**src/mme_pkg.sv**
```systemverilog
// Package for the matrix multiply engine: payload types, codes and fixed widths.
package mme_pkg;

	localparam int DIM_W      = 7;
	localparam int ROW_W      = 6;
	localparam int IDX_IN_W   = 12;
	localparam int VAL_W      = 32;
	localparam int SUM_W      = 64;
	localparam int STATUS_W   = 2;
	localparam int CMD_W      = 2;
	localparam int CFG_IDX_W  = 3;
	localparam int CFG_DATA_W = 7;
	// Wide enough for any computed store index and for a depth of 65536
	localparam int IDX_W      = 17;

	localparam logic [CMD_W-1:0] CMD_LOAD_A = 2'd0;
	localparam logic [CMD_W-1:0] CMD_LOAD_B = 2'd1;
	localparam logic [CMD_W-1:0] CMD_QUERY  = 2'd2;

	localparam logic [STATUS_W-1:0] STATUS_OK       = 2'd0;
	localparam logic [STATUS_W-1:0] STATUS_MISMATCH = 2'd1;
	localparam logic [STATUS_W-1:0] STATUS_RANGE    = 2'd2;

	localparam logic [CFG_IDX_W-1:0] REG_NUM_ROWS     = 3'd0;
	localparam logic [CFG_IDX_W-1:0] REG_INNER_A      = 3'd1;
	localparam logic [CFG_IDX_W-1:0] REG_ROWS_B       = 3'd2;
	localparam logic [CFG_IDX_W-1:0] REG_NUM_COLS     = 3'd3;
	localparam logic [CFG_IDX_W-1:0] REG_B_TRANSPOSED = 3'd4;

	typedef struct packed {
		logic [CMD_W-1:0]        cmd;
		logic [IDX_IN_W-1:0]     elem_index;
		logic signed [VAL_W-1:0] elem_value;
		logic [ROW_W-1:0]        query_row;
		logic [ROW_W-1:0]        query_col;
	} in_item_t;

	typedef struct packed {
		logic signed [SUM_W-1:0] sum_value;
		logic [ROW_W-1:0]        out_row;
		logic [ROW_W-1:0]        out_col;
		logic [STATUS_W-1:0]     status;
	} out_item_t;

	// Control handed from the read sequencer to the multiply-accumulate unit
	typedef struct packed {
		logic clear;
		logic valid;
		logic a_zero;
		logic b_zero;
	} mac_ctrl_t;

endpackage

```
**src/mme_mac.sv**
```systemverilog
// Multiply-accumulate unit: registered product, then saturating Q32.32 sum.
module mme_mac #(
	parameter int ELEM_WIDTH = 32
) (
	input  logic                               clk,
	input  logic                               arst_n,
	input  mme_pkg::mac_ctrl_t                 ctrl,
	input  logic [ELEM_WIDTH-1:0]              a_data,
	input  logic [ELEM_WIDTH-1:0]              b_data,
	output logic signed [mme_pkg::SUM_W-1:0]   acc,
	output logic                               busy
);

	logic signed [2*ELEM_WIDTH-1:0]     prod_w;
	logic signed [mme_pkg::SUM_W-1:0]   product_s2;
	logic                               vld_s2;
	logic signed [mme_pkg::SUM_W-1:0]   acc_q;
	logic signed [mme_pkg::SUM_W-1:0]   sum_w;
	logic                               ovf_w;

	assign prod_w = $signed(a_data) * $signed(b_data);

	// Product stage; an index beyond the store counts as zero
	always_ff @(posedge clk) begin
		if (ctrl.a_zero || ctrl.b_zero) begin
			product_s2 <= '0;
		end else begin
			product_s2 <= mme_pkg::SUM_W'(prod_w);
		end
	end

	always_ff @(posedge clk or negedge arst_n) begin
		if (!arst_n) begin
			vld_s2 <= 1'b0;
		end else begin
			vld_s2 <= ctrl.valid;
		end
	end

	assign sum_w = acc_q + product_s2;
	assign ovf_w = (acc_q[mme_pkg::SUM_W-1] == product_s2[mme_pkg::SUM_W-1])
		&& (sum_w[mme_pkg::SUM_W-1] != acc_q[mme_pkg::SUM_W-1]);

	// Accumulate stage: clamp to the 64-bit bounds after every addition
	always_ff @(posedge clk) begin
		if (ctrl.clear) begin
			acc_q <= '0;
		end else if (vld_s2) begin
			if (ovf_w) begin
				acc_q <= acc_q[mme_pkg::SUM_W-1]
					? {1'b1, {(mme_pkg::SUM_W-1){1'b0}}}
					: {1'b0, {(mme_pkg::SUM_W-1){1'b1}}};
			end else begin
				acc_q <= sum_w;
			end
		end
	end

	assign acc  = acc_q;
	assign busy = vld_s2;

endmodule

```
**config.mk**
```make
export PLATFORM = sky130hd
export DESIGN_NAME = mme_mac
export DESIGN_NICKNAME = d
export VERILOG_FILES = /design/src/mme_pkg.sv /design/src/mme_mac.sv
export SDC_FILE = /design/constraint.sdc
export NUM_CORES = 2
export LEC_CHECK = 0
export ABC_AREA = 1
export BUFFER_PORTS_ARGS = -buffer_cell sky130_fd_sc_hd__clkbuf_2
export CORE_UTILIZATION = 60
export CTS_CLUSTER_SIZE = 30
export DETAILED_ROUTE_END_ITERATION = 10
export GPL_ROUTABILITY_DRIVEN = 0
export GPL_TIMING_DRIVEN = 1
export HOLD_SLACK_MARGIN = 0.06
export PLACE_DENSITY = 0.91
export SLEW_MARGIN = 0
export SYNTH_ARGS = -nofsm -noshare
export SYNTH_HDL_FRONTEND = slang
export SYNTH_SLANG_ARGS = --single-unit
```
**constraint.sdc**
```tcl
create_clock -name clk -period 2.05 [get_ports clk]
set_input_delay 0.205 -clock clk [delete_from_list [all_inputs] [get_ports clk]]
set_output_delay 0.205 -clock clk [all_outputs]
set_load 0.01 [all_outputs]
```
==> run summary, run 1 <==
outcome = stopped before the end
stage reached = global routing
Err = [ERROR GRT-0116] Global routing finished with congestion. Check the congestion regions in the DRC Viewer.
syn_nets = 7922
Die Ht = 284 microns
I/O Pins = 135
Synth Flop Type = dfxtp_1
synth warn = 0
fraction of registers with async set or reset after synthesis = 0.775%
TritonCTS buffer count = 17
synthesized instance count = 6522
post-synth cell types = 37
largest net degree at the start of global routing = 65
row count = 103
post-synthesis register bit count = 129
clock root buffer = clkbuf_16
Avg Cell Area, Syn = 7.32 sq um
leading area contributor after synthesis = fa_1
gr ovfl total = 384
register area share after synthesis = 5.42%
global-route wire length before repair = 487000 microns
HPWL Detailed = 143000 microns
die width = 284 microns
port bufs = 134
CTS sink cnt = 129
Initial Utilization = 60.6%
Total GRT Usage = 82.6%
Post-synth EDFFs = 0
Bufs on Longest Clock Path = 2
largest cells by area after synthesis = fa_1 (45%), inv_1 (15%), nand2_1 (15%), ha_1 (6.5%), dfxtp_1 (5.4%)
synthesized area = 47800 sq um
# H-tree levels = 4
number of global-route vias before repair = 70600
post-synth top area share = 45.4%
==> stage by stage <==
step           utilization, %  std cells  hold slack, ps  setup slack, ps  area, sq um
2_1_floorplan               -       6522           -90.6            -4540        50300
3_3_place_gp             72.6       8234           -20.0            -4710        57300
3_5_place_dp             72.6       8234           -19.0            -5090        57300
4_1_cts                  77.6       8385             255            -4370        61200
==> cell families after synthesis <==
logic type / share of synthesized area [%]
AO/OA/AOI/OAI: 4.75
XOR/XNOR: 0.788
adder cells (fa/ha/maj): 51.9
buffers and inverters: 17.1
flip-flops: 5.42
AND/OR/NAND/NOR: 20.1
==> cell usage after synthesis (2+ instances only) <==
| cell type | number |
|---|---|
| a21boi_0 | 4 |
| a21o_1 | 7 |
| a21oi_1 | 198 |
| a21oi_2 | 19 |
| a31oi_1 | 6 |
| and3_1 | 5 |
| buf_1 | 2 |
| buf_6 | 13 |
| clkbuf_1 | 209 |
| dfxtp_1 | 128 |
| fa_1 | 1083 |
| ha_1 | 247 |
| inv_1 | 1925 |
| nand2_1 | 1895 |
| nand2_2 | 5 |
| nand3_1 | 123 |
| nand3b_1 | 8 |
| nand4_1 | 30 |
| nor2_1 | 334 |
| nor2_2 | 5 |
| nor3_1 | 29 |
| nor4_1 | 9 |
| o21a_1 | 14 |
| o21ai_0 | 153 |
| o21bai_1 | 11 |
| or2_2 | 8 |
| xnor2_1 | 8 |
| xor2_1 | 35 |
==> per-layer routing <==
| metal | global-route usage, % | GRT overflow |
|---|---|---|
| met5 | 60.1 | 6 |
| met4 | 79.8 | 139 |
| met3 | 78.6 | 22 |
| met2 | 91.7 | 187 |
| met1 | 80.4 | 30 |
==> repair_timing <==
item | CTS
endpoints found under the hold margin | 2
gates resized for setup | 624
hold buffers | 3
setup endpoints to repair | 125
pin swaps | 350
cloned | 10
buffers inserted | 109
==> run 2, diff against run 1 <==
Settings changed: CORE_UTILIZATION 60 to 40, CTS_CLUSTER_SIZE 30 to default, HOLD_SLACK_MARGIN 0.06 to default, PLACE_DENSITY 0.91 to default, PLACE_DENSITY_LB_ADDON from default to 0.15.
Clock period 2.05 ns to 2.7 ns, I/O delays scaled along.
==> run summary, run 2 <==
outcome = finished with violations
failing checks = negative setup slack
total number of vias = 41600
Die Ht = 348 microns (+22%)
synth warn = 0 (unchanged)
number of global-route vias before repair = 43800
fin crit share = 236%
Initial Utilization = 40.4% (-20 points)
crit path from = a_data[31]
register area share after synthesis = 5.42% (unchanged)
fin crit period = 6370 ps
HPWL Detailed = 133000 microns (-6.6%)
final WL = 155000 microns
final setup margin = -3670 ps
Fill cells = 11400
global-route wire length before repair = 245000 microns
clock root buffer = clkbuf_16
Max-Cap Viols = 0
Nets = 8540
multi-input logic area = 40500 sq um
Worst-Skew Late Latency = 450 ps
WL/cell = 17.8 microns
Relative slew margins = 29.1%
largest cells by area after synthesis = fa_1 (45%), inv_1 (15%), nand2_1 (15%), ha_1 (6.5%), dfxtp_1 (5.4%)
synthesized instance count = 6522 (unchanged)
DR vias/cell = 4.79
most common library cells after synthesis = inv_1 (1925), nand2_1 (1895), fa_1 (1083)
TritonCTS buffer count = 17 (unchanged)
Worst Hold Class = in -> async
First-pass DRT Iterations = 6
synthesized area = 47800 sq um (unchanged)
drt first-iter violations = 2848
Synth Flop Type = dfxtp_1
Worst EP arrival = 6720 ps
worst-margin pin slew = 1060 ps
CTS sink cnt = 129 (unchanged)
post-synthesis register bit count = 129 (unchanged)
Reg clk slew, reported paths = 70 ps
# H-tree levels = 4 (unchanged)
fraction of registers with async set or reset after synthesis = 0.775% (unchanged)
share of cells above drive strength 1 = 22.4%
gr ovfl total = 0
Core ar. = 118000 sq um
port bufs = 134 (unchanged)
antenna violations before repair = 3
RSZ-0062 raised after global routing = true
slowest stage delay, CP = 640 ps
area grow syn2layout = 27.2%
post-synth top area share = 45.4% (unchanged)
syn_nets = 7922 (unchanged)
worst-path fanout max = 6
critical path's slowest cell = fa_2
final hold violation count = 0
Avg Cell Area, Syn = 7.32 sq um (unchanged)
post-synth cell types = 37 (unchanged)
drt drc = 0
leading area contributor after synthesis = fa_1
Setup-failing EPs final = 60
Die Footprint = 121000 sq um
die width = 348 microns (+22%)
Final ANT Viol Nets = 0
Reg2Reg Launch Point = acc[0]$_SDFFE_PP0P_
row count = 126 (+22%)
critical path data required time = 3050 ps
Max Slew Vio Count = 0
Clock Skew = 15.4 ps
CP startpoint kind = primary input
hold slack = 129 ps
commonest non-fill, non-tap cell in the layout = inv_1
most frequent cells in the layout = inv_1 (1807), nand2_1 (1767), fa_1 (1003), buf_4 (488), nor2_1 (212)
count leader, synth = inv_1
Bufs on Longest Clock Path = 2 (unchanged)
largest net degree at the start of global routing = 65
most frequent CP cell = fa_1
critical path class = in -> reg
I/O Pins = 135 (unchanged)
CTS tree = done
Total GRT Usage = 26.0%
Post-synth EDFFs = 0 (unchanged)
critical path endpoint category = register
Storage cell area = 2590 sq um
fmax = 157 MHz
[run 2: worst paths after layout]
check / to / slack [ps] / cells after the start
min in group clk: busy$_DFF_PN0_ / 470 / 2
setup reg to reg: acc[48]$_SDFFE_PP0P_ / 60 / 16
hold / removal: busy$_DFF_PN0_ / 130 / 2
setup / recovery: product_s2[50]$_SDFF_PP0_ / -3670 / 29
hold reg to reg: acc[3]$_SDFFE_PP0P_ / 570 / 2
max in group asynchronous: busy$_DFF_PN0_ / 2480 / 2
[run 2: worst max-delay path: cells and delay by family]
kind                     cells  cell delay, ps
AO/OA/AOI/OAI                1             150
AND/OR/NAND/NOR              9             850
buffers and inverters       10             930
adder cells (fa/ha/maj)      9            4510
[run 2: area by class of cell]
class | count | share of cell area, %
timing repair buffer | 823 | 12.9
clock buffer | 19 | 0.729
inverter | 1926 | 11.9
antenna | 1 | 0.00412
multi-input combinational | 4243 | 66.7
tap | 1536 | 3.16
sequential | 129 | 4.26
clock inverter | 13 | 0.263
[run 2: per-layer routing]
metal,wire [microns],track usage [%]
met3,9370,3.12
met5,13,0
met4,3220,4.36
met2,73700,44.6
met1,68300,35.6
[run 2: kinds of logic (layout without fill, tap and decap cells)]
family | Yosys count | count (layout) | synth area share (%)
xor+xnor | 43 | 43 | 0.788
flops | 129 | 129 | 5.42
simple gates | 2454 | 2454 | 20.1
fa+ha+maj | 1330 | 1330 | 51.9
buf+inv | 2150 | 2781 | 17.1
other cells | 0 | 1 | 0
compound gates | 416 | 416 | 4.75
[run 2: timing repair]
action / in CTS / in global routing
gates resized for setup: 422 / 421
cloned: 4 / 10
setup buffers: 42 / 62
hold buffers: 2 / 0
setup endpoints to repair: 60 / 107
pin swaps: 118 / 226
endpoints found under the hold margin: 2 / 0
[run 2: through the flow]
step / std cells / TNS [ps] / worst slack, ps / area, sq um / util (%)
finish: 8690 / -192510 / -3670 / 60800 / 51.4
global route: 8690 / -204560 / -3880 / 60800 / 51.4
CTS: 8620 / -188290 / -3570 / 58600 / 49.6
detailed placement: 8540 / -229750 / -4340 / 56200 / 47.5
global placement: 8540 / -229460 / -4360 / 56200 / 47.5
floorplan: 6522 / -180370 / -3960 / 49800 / -
Power of run 2 is left out: the tool's default activity adds up to more than one toggle a clock period on the data nets, which glitch-free logic cannot reach.
